## src/hdl/dfe_pkg.sv

```systemverilog
// Shared types, constants and frame helpers for the DShot frame encoder.
package dfe_pkg;

    localparam int FRAME_BITS = 16;
    localparam int VALUE_W = 11;
    localparam int DUTY_W = 16;
    localparam int SLOT_W = 5;
    localparam int MAX_MOTORS = 4;
    localparam logic [VALUE_W-1:0] THROTTLE_OFFSET = 11'd48;
    localparam logic [VALUE_W-1:0] VALUE_MAX = 11'd2047;
    localparam logic [DUTY_W-1:0] BIT_PERIOD_RESET = 16'd1120;

    typedef struct packed {
        logic               mode;
        logic [VALUE_W-1:0] throttle_0;
        logic [VALUE_W-1:0] throttle_1;
        logic [VALUE_W-1:0] throttle_2;
        logic [VALUE_W-1:0] throttle_3;
        logic [VALUE_W-1:0] command_code;
    } t_in;

    typedef struct packed {
        logic [DUTY_W-1:0] duty_0;
        logic [DUTY_W-1:0] duty_1;
        logic [DUTY_W-1:0] duty_2;
        logic [DUTY_W-1:0] duty_3;
        logic [SLOT_W-1:0] slot_index;
        logic              last;
    } t_out;

    typedef struct packed {
        logic [DUTY_W-1:0] zero;
        logic [DUTY_W-1:0] one;
    } t_duty;

    function automatic logic [VALUE_W-1:0] map_throttle(input logic [VALUE_W-1:0] t);
        logic [VALUE_W:0] sum;
        sum = {1'b0, t} + {1'b0, THROTTLE_OFFSET};
        if (t == '0) begin
            return '0;
        end else if (sum[VALUE_W]) begin
            return VALUE_MAX;
        end
        return sum[VALUE_W-1:0];
    endfunction

    function automatic logic [FRAME_BITS-1:0] build_frame(input logic [VALUE_W-1:0] v);
        logic [VALUE_W:0] word;
        logic [3:0]       csum;
        word = {v, 1'b0};
        csum = word[3:0] ^ word[7:4] ^ word[11:8];
        return {word, csum};
    endfunction

endpackage

```

## src/hdl/dfe_front.sv

```systemverilog
// Front end: accepts input items and turns them into per-motor 16-bit frames.
module dfe_front import dfe_pkg::*; #(
    parameter int MOTORS = 4
) (
    input  logic                                 i_clk,
    input  logic                                 i_rst_n,
    input  logic                                 i_valid,
    output logic                                 o_stall,
    input  t_in                                  i_data,
    output logic                                 o_push,
    output logic [MOTORS-1:0][FRAME_BITS-1:0]    o_frames,
    input  logic                                 i_full
);

    logic                              r_valid;
    logic [MOTORS-1:0][FRAME_BITS-1:0] r_frames;
    logic [MOTORS-1:0][FRAME_BITS-1:0] n_frames;
    logic [MAX_MOTORS-1:0][VALUE_W-1:0] thr;
    logic                              advance;

    assign thr = {i_data.throttle_3, i_data.throttle_2, i_data.throttle_1, i_data.throttle_0};

    for (genvar m = 0; m < MOTORS; m++) begin : g_motor
        assign n_frames[m] = build_frame(i_data.mode ? map_throttle(thr[m])
                                                     : i_data.command_code);
    end

    assign advance  = !r_valid || !i_full;
    assign o_stall  = !advance;
    assign o_push   = r_valid && !i_full;
    assign o_frames = r_frames;

    always_ff @(posedge i_clk) begin
        if (!i_rst_n) begin
            r_valid <= 1'b0;
        end else if (advance) begin
            r_valid <= i_valid;
        end
        if (advance && i_valid) begin
            r_frames <= n_frames;
        end
    end

endmodule

```

## src/hdl/dfe_fifo.sv

```systemverilog
// Two-entry queue that decouples the frame builder from the slot sequencer.
module dfe_fifo #(
    parameter int WIDTH = 64
) (
    input  logic             i_clk,
    input  logic             i_rst_n,
    input  logic             i_push,
    input  logic [WIDTH-1:0] i_data,
    output logic             o_full,
    input  logic             i_pop,
    output logic             o_avail,
    output logic [WIDTH-1:0] o_data
);

    logic [WIDTH-1:0] r_mem [2];
    logic             r_wr_ptr;
    logic             r_rd_ptr;
    logic [1:0]       r_count;

    assign o_full  = r_count == 2'd2;
    assign o_avail = r_count != 2'd0;
    assign o_data  = r_mem[r_rd_ptr];

    always_ff @(posedge i_clk) begin
        if (!i_rst_n) begin
            r_wr_ptr <= 1'b0;
            r_rd_ptr <= 1'b0;
            r_count  <= 2'd0;
        end else begin
            if (i_push) begin
                r_wr_ptr <= !r_wr_ptr;
            end
            if (i_pop) begin
                r_rd_ptr <= !r_rd_ptr;
            end
            r_count <= r_count + 2'(i_push) - 2'(i_pop);
        end
        if (i_push) begin
            r_mem[r_wr_ptr] <= i_data;
        end
    end

endmodule

```

## src/hdl/dfe_back.sv

```systemverilog
// Back end: walks each queued frame set through its slots and registers the results.
module dfe_back import dfe_pkg::*; #(
    parameter int SLOTS  = 18,
    parameter int MOTORS = 4
) (
    input  logic                              i_clk,
    input  logic                              i_rst_n,
    input  t_duty                             i_duty,
    input  logic                              i_avail,
    input  logic [MOTORS-1:0][FRAME_BITS-1:0] i_frames,
    output logic                              o_pop,
    output logic                              o_valid,
    input  logic                              i_stall,
    output t_out                              o_data
);

    localparam logic [SLOT_W-1:0] LAST_SLOT = SLOT_W'(SLOTS - 1);
    localparam logic [SLOT_W-1:0] GAP_START = SLOT_W'(FRAME_BITS);

    logic                              r_busy;
    logic [SLOT_W-1:0]                 r_slot;
    logic [MOTORS-1:0][FRAME_BITS-1:0] r_frames;
    logic                              r_valid;
    t_out                              r_out;

    logic                              advance;
    logic                              emit;
    logic [SLOT_W-1:0]                 cur_slot;
    logic [MOTORS-1:0][FRAME_BITS-1:0] cur_frames;
    logic [MAX_MOTORS-1:0][DUTY_W-1:0] duty;
    logic                              in_frame;
    t_out                              n_out;

    assign advance    = !r_valid || !i_stall;
    assign o_pop      = advance && !r_busy && i_avail;
    assign emit       = advance && (r_busy || i_avail);
    assign cur_slot   = r_busy ? r_slot : '0;
    assign cur_frames = r_busy ? r_frames : i_frames;
    assign in_frame   = cur_slot < GAP_START;

    for (genvar m = 0; m < MAX_MOTORS; m++) begin : g_duty
        if (m < MOTORS) begin : g_used
            assign duty[m] = !in_frame ? '0 :
                             (cur_frames[m][FRAME_BITS-1] ? i_duty.one : i_duty.zero);
        end else begin : g_unused
            assign duty[m] = '0;
        end
    end

    always_comb begin
        n_out.duty_0     = duty[0];
        n_out.duty_1     = duty[1];
        n_out.duty_2     = duty[2];
        n_out.duty_3     = duty[3];
        n_out.slot_index = cur_slot;
        n_out.last       = cur_slot == LAST_SLOT;
    end

    always_ff @(posedge i_clk) begin
        if (!i_rst_n) begin
            r_busy  <= 1'b0;
            r_slot  <= '0;
            r_valid <= 1'b0;
        end else if (advance) begin
            r_valid <= emit;
            if (emit) begin
                r_busy <= cur_slot != LAST_SLOT;
                r_slot <= cur_slot + SLOT_W'(1);
            end
        end
        if (emit) begin
            r_out <= n_out;
            for (int m = 0; m < MOTORS; m++) begin
                r_frames[m] <= {cur_frames[m][FRAME_BITS-2:0], 1'b0};
            end
        end
    end

    assign o_valid = r_valid;
    assign o_data  = r_out;

`ifndef NO_ASSERTIONS
    a_last_slot: assert property (@(posedge i_clk) disable iff (!i_rst_n)
        o_valid && o_data.last |-> o_data.slot_index == LAST_SLOT)
        else $error("last flag on a slot other than the final one");
    a_gap_zero: assert property (@(posedge i_clk) disable iff (!i_rst_n)
        o_valid && o_data.slot_index >= GAP_START |->
        o_data.duty_0 == '0 && o_data.duty_1 == '0 &&
        o_data.duty_2 == '0 && o_data.duty_3 == '0)
        else $error("nonzero duty in a gap slot");
    a_busy_slot: assert property (@(posedge i_clk) disable iff (!i_rst_n)
        r_busy |-> r_slot != '0)
        else $error("sequencer busy at slot zero");
    a_pop_avail: assert property (@(posedge i_clk) disable iff (!i_rst_n)
        o_pop |-> i_avail && !r_busy)
        else $error("pop from an empty queue or during a frame");
`endif

endmodule

```

## src/hdl/dshot_frame_encoder_top.sv

```systemverilog
// Top level of the DShot frame encoder: configuration register, front end, queue, back end.
// Each accepted item yields SLOTS results (18 by default), emitted by the slot sequencer one
// per clock while the output is not stalled. Items pass through a registered frame builder
// and a two-entry queue, so new items are taken while a frame is still being sent.
// Duty values are 3/8 and 3/4 of bit_period, rounded down; write bit_period only while
// the block is idle. The configuration port is always ready.
module dshot_frame_encoder_top import dfe_pkg::*; #(
    parameter int SLOTS  = 18,
    parameter int MOTORS = 4
) (
    input  logic              i_clk,
    input  logic              i_rst_n,
    input  logic              i_valid,
    output logic              o_stall,
    input  t_in               i_data,
    output logic              o_valid,
    input  logic              i_stall,
    output t_out              o_data,
    input  logic              i_cfg_valid,
    output logic              o_cfg_ready,
    input  logic [DUTY_W-1:0] i_cfg_data
);

    localparam int QW = MOTORS * FRAME_BITS;

    logic [DUTY_W-1:0]                 r_bit_period;
    logic [DUTY_W+1:0]                 period_x3;
    t_duty                             duty;
    logic                              push;
    logic                              full;
    logic                              pop;
    logic                              avail;
    logic [MOTORS-1:0][FRAME_BITS-1:0] front_frames;
    logic [MOTORS-1:0][FRAME_BITS-1:0] head_frames;

    assign o_cfg_ready = 1'b1;

    always_ff @(posedge i_clk) begin
        if (!i_rst_n) begin
            r_bit_period <= BIT_PERIOD_RESET;
        end else if (i_cfg_valid && o_cfg_ready) begin
            r_bit_period <= i_cfg_data;
        end
    end

    assign period_x3 = {2'b00, r_bit_period} + {1'b0, r_bit_period, 1'b0};
    assign duty.zero = {1'b0, period_x3[DUTY_W+1:3]};
    assign duty.one  = period_x3[DUTY_W+1:2];

    dfe_front #(.MOTORS(MOTORS)) u_front (
        .i_clk    (i_clk),
        .i_rst_n  (i_rst_n),
        .i_valid  (i_valid),
        .o_stall  (o_stall),
        .i_data   (i_data),
        .o_push   (push),
        .o_frames (front_frames),
        .i_full   (full)
    );

    dfe_fifo #(.WIDTH(QW)) u_fifo (
        .i_clk   (i_clk),
        .i_rst_n (i_rst_n),
        .i_push  (push),
        .i_data  (front_frames),
        .o_full  (full),
        .i_pop   (pop),
        .o_avail (avail),
        .o_data  (head_frames)
    );

    dfe_back #(.SLOTS(SLOTS), .MOTORS(MOTORS)) u_back (
        .i_clk    (i_clk),
        .i_rst_n  (i_rst_n),
        .i_duty   (duty),
        .i_avail  (avail),
        .i_frames (head_frames),
        .o_pop    (pop),
        .o_valid  (o_valid),
        .i_stall  (i_stall),
        .o_data   (o_data)
    );

endmodule
```

## config.mk

```make
export PLATFORM = sky130hd
export DESIGN_NAME = dshot_frame_encoder_top
export DESIGN_NICKNAME = d
export VERILOG_FILES = /design/src/hdl/dfe_pkg.sv /design/src/hdl/dfe_front.sv /design/src/hdl/dfe_fifo.sv /design/src/hdl/dfe_back.sv /design/src/hdl/dshot_frame_encoder_top.sv
export SDC_FILE = /design/constraint.sdc
export NUM_CORES = 1
export LEC_CHECK = 0
export BUFFER_PORTS_ARGS = -buffer_cell sky130_fd_sc_hd__buf_2
export CAP_MARGIN = 20
export CORE_UTILIZATION = 35
export CTS_CLUSTER_SIZE = 14
export DETAILED_ROUTE_END_ITERATION = 8
export PLACE_DENSITY_LB_ADDON = 0.1
export SETUP_SLACK_MARGIN = 0.3
export SLEW_MARGIN = 30
export SYNTH_ARGS = -nofsm -noshare
export SYNTH_HDL_FRONTEND = slang
export SYNTH_SLANG_ARGS = --single-unit
```

## constraint.sdc

```tcl
create_clock -name i_clk -period 11.9 [get_ports i_clk]
set_input_delay 1.19 -clock i_clk [delete_from_list [all_inputs] [get_ports i_clk]]
set_output_delay 1.19 -clock i_clk [all_outputs]
set_load 0.005 [all_outputs]
```

==> flow_summary_export.csv <==
group,metric,value,unit
logic_synthesis,synth_area,14700,sq um
power_and_ir_drop,p_seq_share,49.6,%
timing,slew_headroom,38.7,%
layout,final_layout_size_suffix_gt1_share,18.7,%
logic_synthesis,ys_seq_elements,339,
logic_synthesis,async_flop_share,0,%
routing,final_antenna_net_count,0,
clock_tree,cts_resized,0,
floorplan,die_h,207,um
logic_synthesis,syn_inst,1092,
clock_tree,htreeDepth,2,
power_and_ir_drop,power_switching,1.14,mW
clock_tree,cts_root_buf,"clkbuf_16",
placement,dp_hpwl,20.9,mm
critical_path,worst_ep_required_time,12.06,ns
run_status,status,"complete, but fails checks",
layout,diodes,0,
layout,final_cell_mix,"edfxtp_1, buf_2, nand2_1, o21ai_0, mux2i_1",
floorplan,die_width,207,um
placement,port_buffers,148,
global_route,grt_pass1_wl,49.7,mm
layout,fin_nets,1345,
routing,vias,8972,
floorplan,initial_core_util,35.7,%
run,cap_violations,0,
placement,place_ws,8.58,ns
clock_tree,cts_tree,"done",
routing,via_per_inst,4.98,
routing,drc_errors,13,
critical_path,startpoint_type,"register",
clock_tree,cts.clk_slew.worst_paths,0.06,ns
power_and_ir_drop,p_int,2.73,mW
min_path,hold_path_class,"reg -> reg",
placement,dp.cells,1735,
routing,drtIter0Drc,526,
power_and_ir_drop,p_sw_share,29.5,%
power_and_ir_drop,ir_drop,0.104,mV
floorplan,fp-row-count,74,
logic_synthesis,seq_area_frac_synth,67.2,%
global_route,grt_pass1_vias,8643,
layout,finalNonFillerCells,1802,
power_and_ir_drop,p_total,3.88,mW
logic_synthesis,yosysWarnings,0,
power_and_ir_drop,clock_power_share,28.5,%
timing,grt_setup_unrepaired,"no",
clock_tree,post_cts.repair.setup_buffers,0,
global_route,gr-total-overflow,0,
global_route,gr-usage-all-layers,14.8,%
clock_tree,clk_path_buf_depth,3,
routing,drt-total-wl,31.6,mm
timing,fin_setup_tns,0,ns
timing,setup_viol,0,
run_status,violations,"DRC",
global_route,grt_max_degree,88,
logic_synthesis,synth.avg_cell_area,13.5,sq um
layout,stdcell_area,17200,sq um
power_and_ir_drop,power.density,225,nW/um^2
routing,first_pass_iters,9,
timing,finalWorstSetupSlack,8.89,ns
floorplan,core_region_area,41200,sq um
floorplan,ioPinCount,150,
timing,max_freq,332,MHz
logic_synthesis,synth_flop_cell,"edfxtp_1",
timing,period_share,25.3,%
layout,layout_commonest_cell,"edfxtp_1",
timing,clock_skew,0.0136,ns
critical_path,critical_path_class,"reg -> reg",
placement,postPlaceCellArea,16000,sq um
critical_path,arrival,3.17,ns
logic_synthesis,synth.distinct_cells,69,
timing,worst_pin_slew,0.919,ns
clock_tree,cts_sinks,339,
logic_synthesis,syn_nets,1194,
layout,area_growth,16.8,%
timing,maxSlewViolCount,0,
placement,routabilityCongestion,0.860,
power_and_ir_drop,p_leak,6.21,nW
floorplan,dieArea,42900,sq um
timing,fin_crit,3.01,ns
clock_tree,clk_latency,0.54,ns
global_route,antenna_found_initial,0,
critical_path,worst-path-max-fanout,87,
power_and_ir_drop,combPwrFrac,22.0,%
logic_synthesis,synth-edff-count,310,
clock_tree,cts_hold_buffers,0,
routing,routedWlPerCell,17.5,um
clock_tree,cts_buffers,38,
critical_path,crit_path_end_kind,"register",
timing,timing_hold_violations_final,0,
==> cell type report <==
| cell class | count | area (sq um) |
|---|---|---|
| clock buffer | 45 | 1010 |
| clock inverter | 22 | 163 |
| fill | 3824 | 24000 |
| inverter | 17 | 63.8 |
| multi-input combinational | 692 | 4600 |
| sequential | 339 | 9900 |
| tap | 532 | 666 |
| timing repair buffer | 155 | 797 |
==> sequential cells by signal, indices dropped and copies added (netlist names), named ones only <==
name              cells
r_bit_period         16
u_back.o_data        70
u_back.o_valid        1
u_back.r_busy         1
u_back.r_frames      60
u_back.r_slot         5
u_fifo.r_count        2
u_fifo.r_mem        120
u_fifo.r_rd_ptr       1
u_fifo.r_wr_ptr       1
u_front.o_frames     60
u_front.r_valid       1
==> power groups by stage <==
| stage | sequential, mW | clock (mW) | combinational, mW |
|---|---|---|---|
| 3_3_place_gp | 1.95 | 0 | 0.864 |
| 3_5_place_dp | 1.95 | 0 | 0.872 |
| 6_report | 1.92 | 1.10 | 0.852 |
| 4_1_cts | 1.93 | 1.14 | 0.873 |
| 5_1_grt | 1.96 | 1.18 | 0.954 |
| 2_1_floorplan | 1.95 | 0 | 0.568 |
==> synthesized netlist by cell type (3+ instances only) <==
cell type / number / area (sq um)
nor2_1: 51 / 191
edfxtp_1: 310 / 9310
o21a_1: 18 / 135
xor2_1: 12 / 105
o22ai_1: 20 / 125
nor4b_1: 4 / 35.0
and3_1: 4 / 25.0
nand3_1: 18 / 90.1
nand3_2: 4 / 40.0
a211oi_1: 16 / 120
mux2i_1: 78 / 781
buf_2: 8 / 40.0
o211ai_1: 3 / 22.5
a31oi_1: 6 / 37.5
o21ai_0: 80 / 400
inv_1: 16 / 60.1
a21oi_1: 34 / 170
nand3b_1: 3 / 22.5
o31ai_1: 6 / 45.0
o21ai_2: 5 / 43.8
o211a_1: 11 / 110
o32ai_1: 9 / 78.8
or2_2: 5 / 31.3
nor4_1: 7 / 43.8
clkbuf_1: 31 / 116
nand2b_1: 8 / 50.1
ha_1: 24 / 300
nor3_1: 5 / 25.0
o221ai_1: 4 / 35.0
and2_1: 14 / 87.6
dfxtp_1: 29 / 581
o311ai_1: 4 / 35.0
nor2b_1: 20 / 125
nand2_1: 135 / 507
xnor2_1: 37 / 324
nand4_1: 11 / 68.8
a311oi_1: 4 / 35.0
==> metrics by stage <==
step	utilization [%]	hold WS, ns
2_1_floorplan	-	0.421
3_3_place_gp	38.9	0.424
3_5_place_dp	38.9	0.429
4_1_cts	41.7	0.433
5_1_grt	41.7	0.447
6_report	41.7	0.436
==> metal layers <==
| layer | share of wire, % | vias to the layer above | global-route usage [%] |
|---|---|---|---|
| met2 | 45 | 234 | 23.2 |
| li1 | - | 4439 | - |
| met4 | 2.6 | 0 | 5.79 |
| met3 | 4.6 | 53 | 2.55 |
| met5 | 0 | - | 0 |
| met1 | 48 | 4246 | 20.4 |
==> logic make-up (layout without fill, tap and decap cells) <==
kind of cell,after synthesis,count (layout),synth area share (%)
flip-flops,339,339,67.2
buffers and inverters,61,239,1.81
XOR/XNOR,51,51,3.14
other,1,1,0.0255
multiplexers,79,79,5.38
AO/OA/AOI/OAI,234,234,10.4
adder cells (fa/ha/maj),25,25,2.18
AND/OR/NAND/NOR,302,302,9.87
==> path summary, 6_finish.rpt <==
| path | startpoint | to | slack (ns) | cells past startpoint |
|---|---|---|---|---|
| max | u_back.r_busy | u_back.o_data[35] | 8.89 | 4 |
| min | u_front.o_frames[5] | u_fifo.r_mem[1][4] | 0.44 | 0 |
| max reg2reg | u_back.r_busy | u_back.o_data[35] | 8.89 | 4 |
| min reg2reg | u_front.o_frames[5] | u_fifo.r_mem[1][4] | 0.44 | 0 |
==> worst max-delay path, cell delays in order, from the launching register on <==
cell,delay [ns]
dfxtp_4,0.86
nor3_1,0.22
a21oi_4,0.15
buf_4,0.58
buf_6,0.60
(Power assumes the default switching activity.)
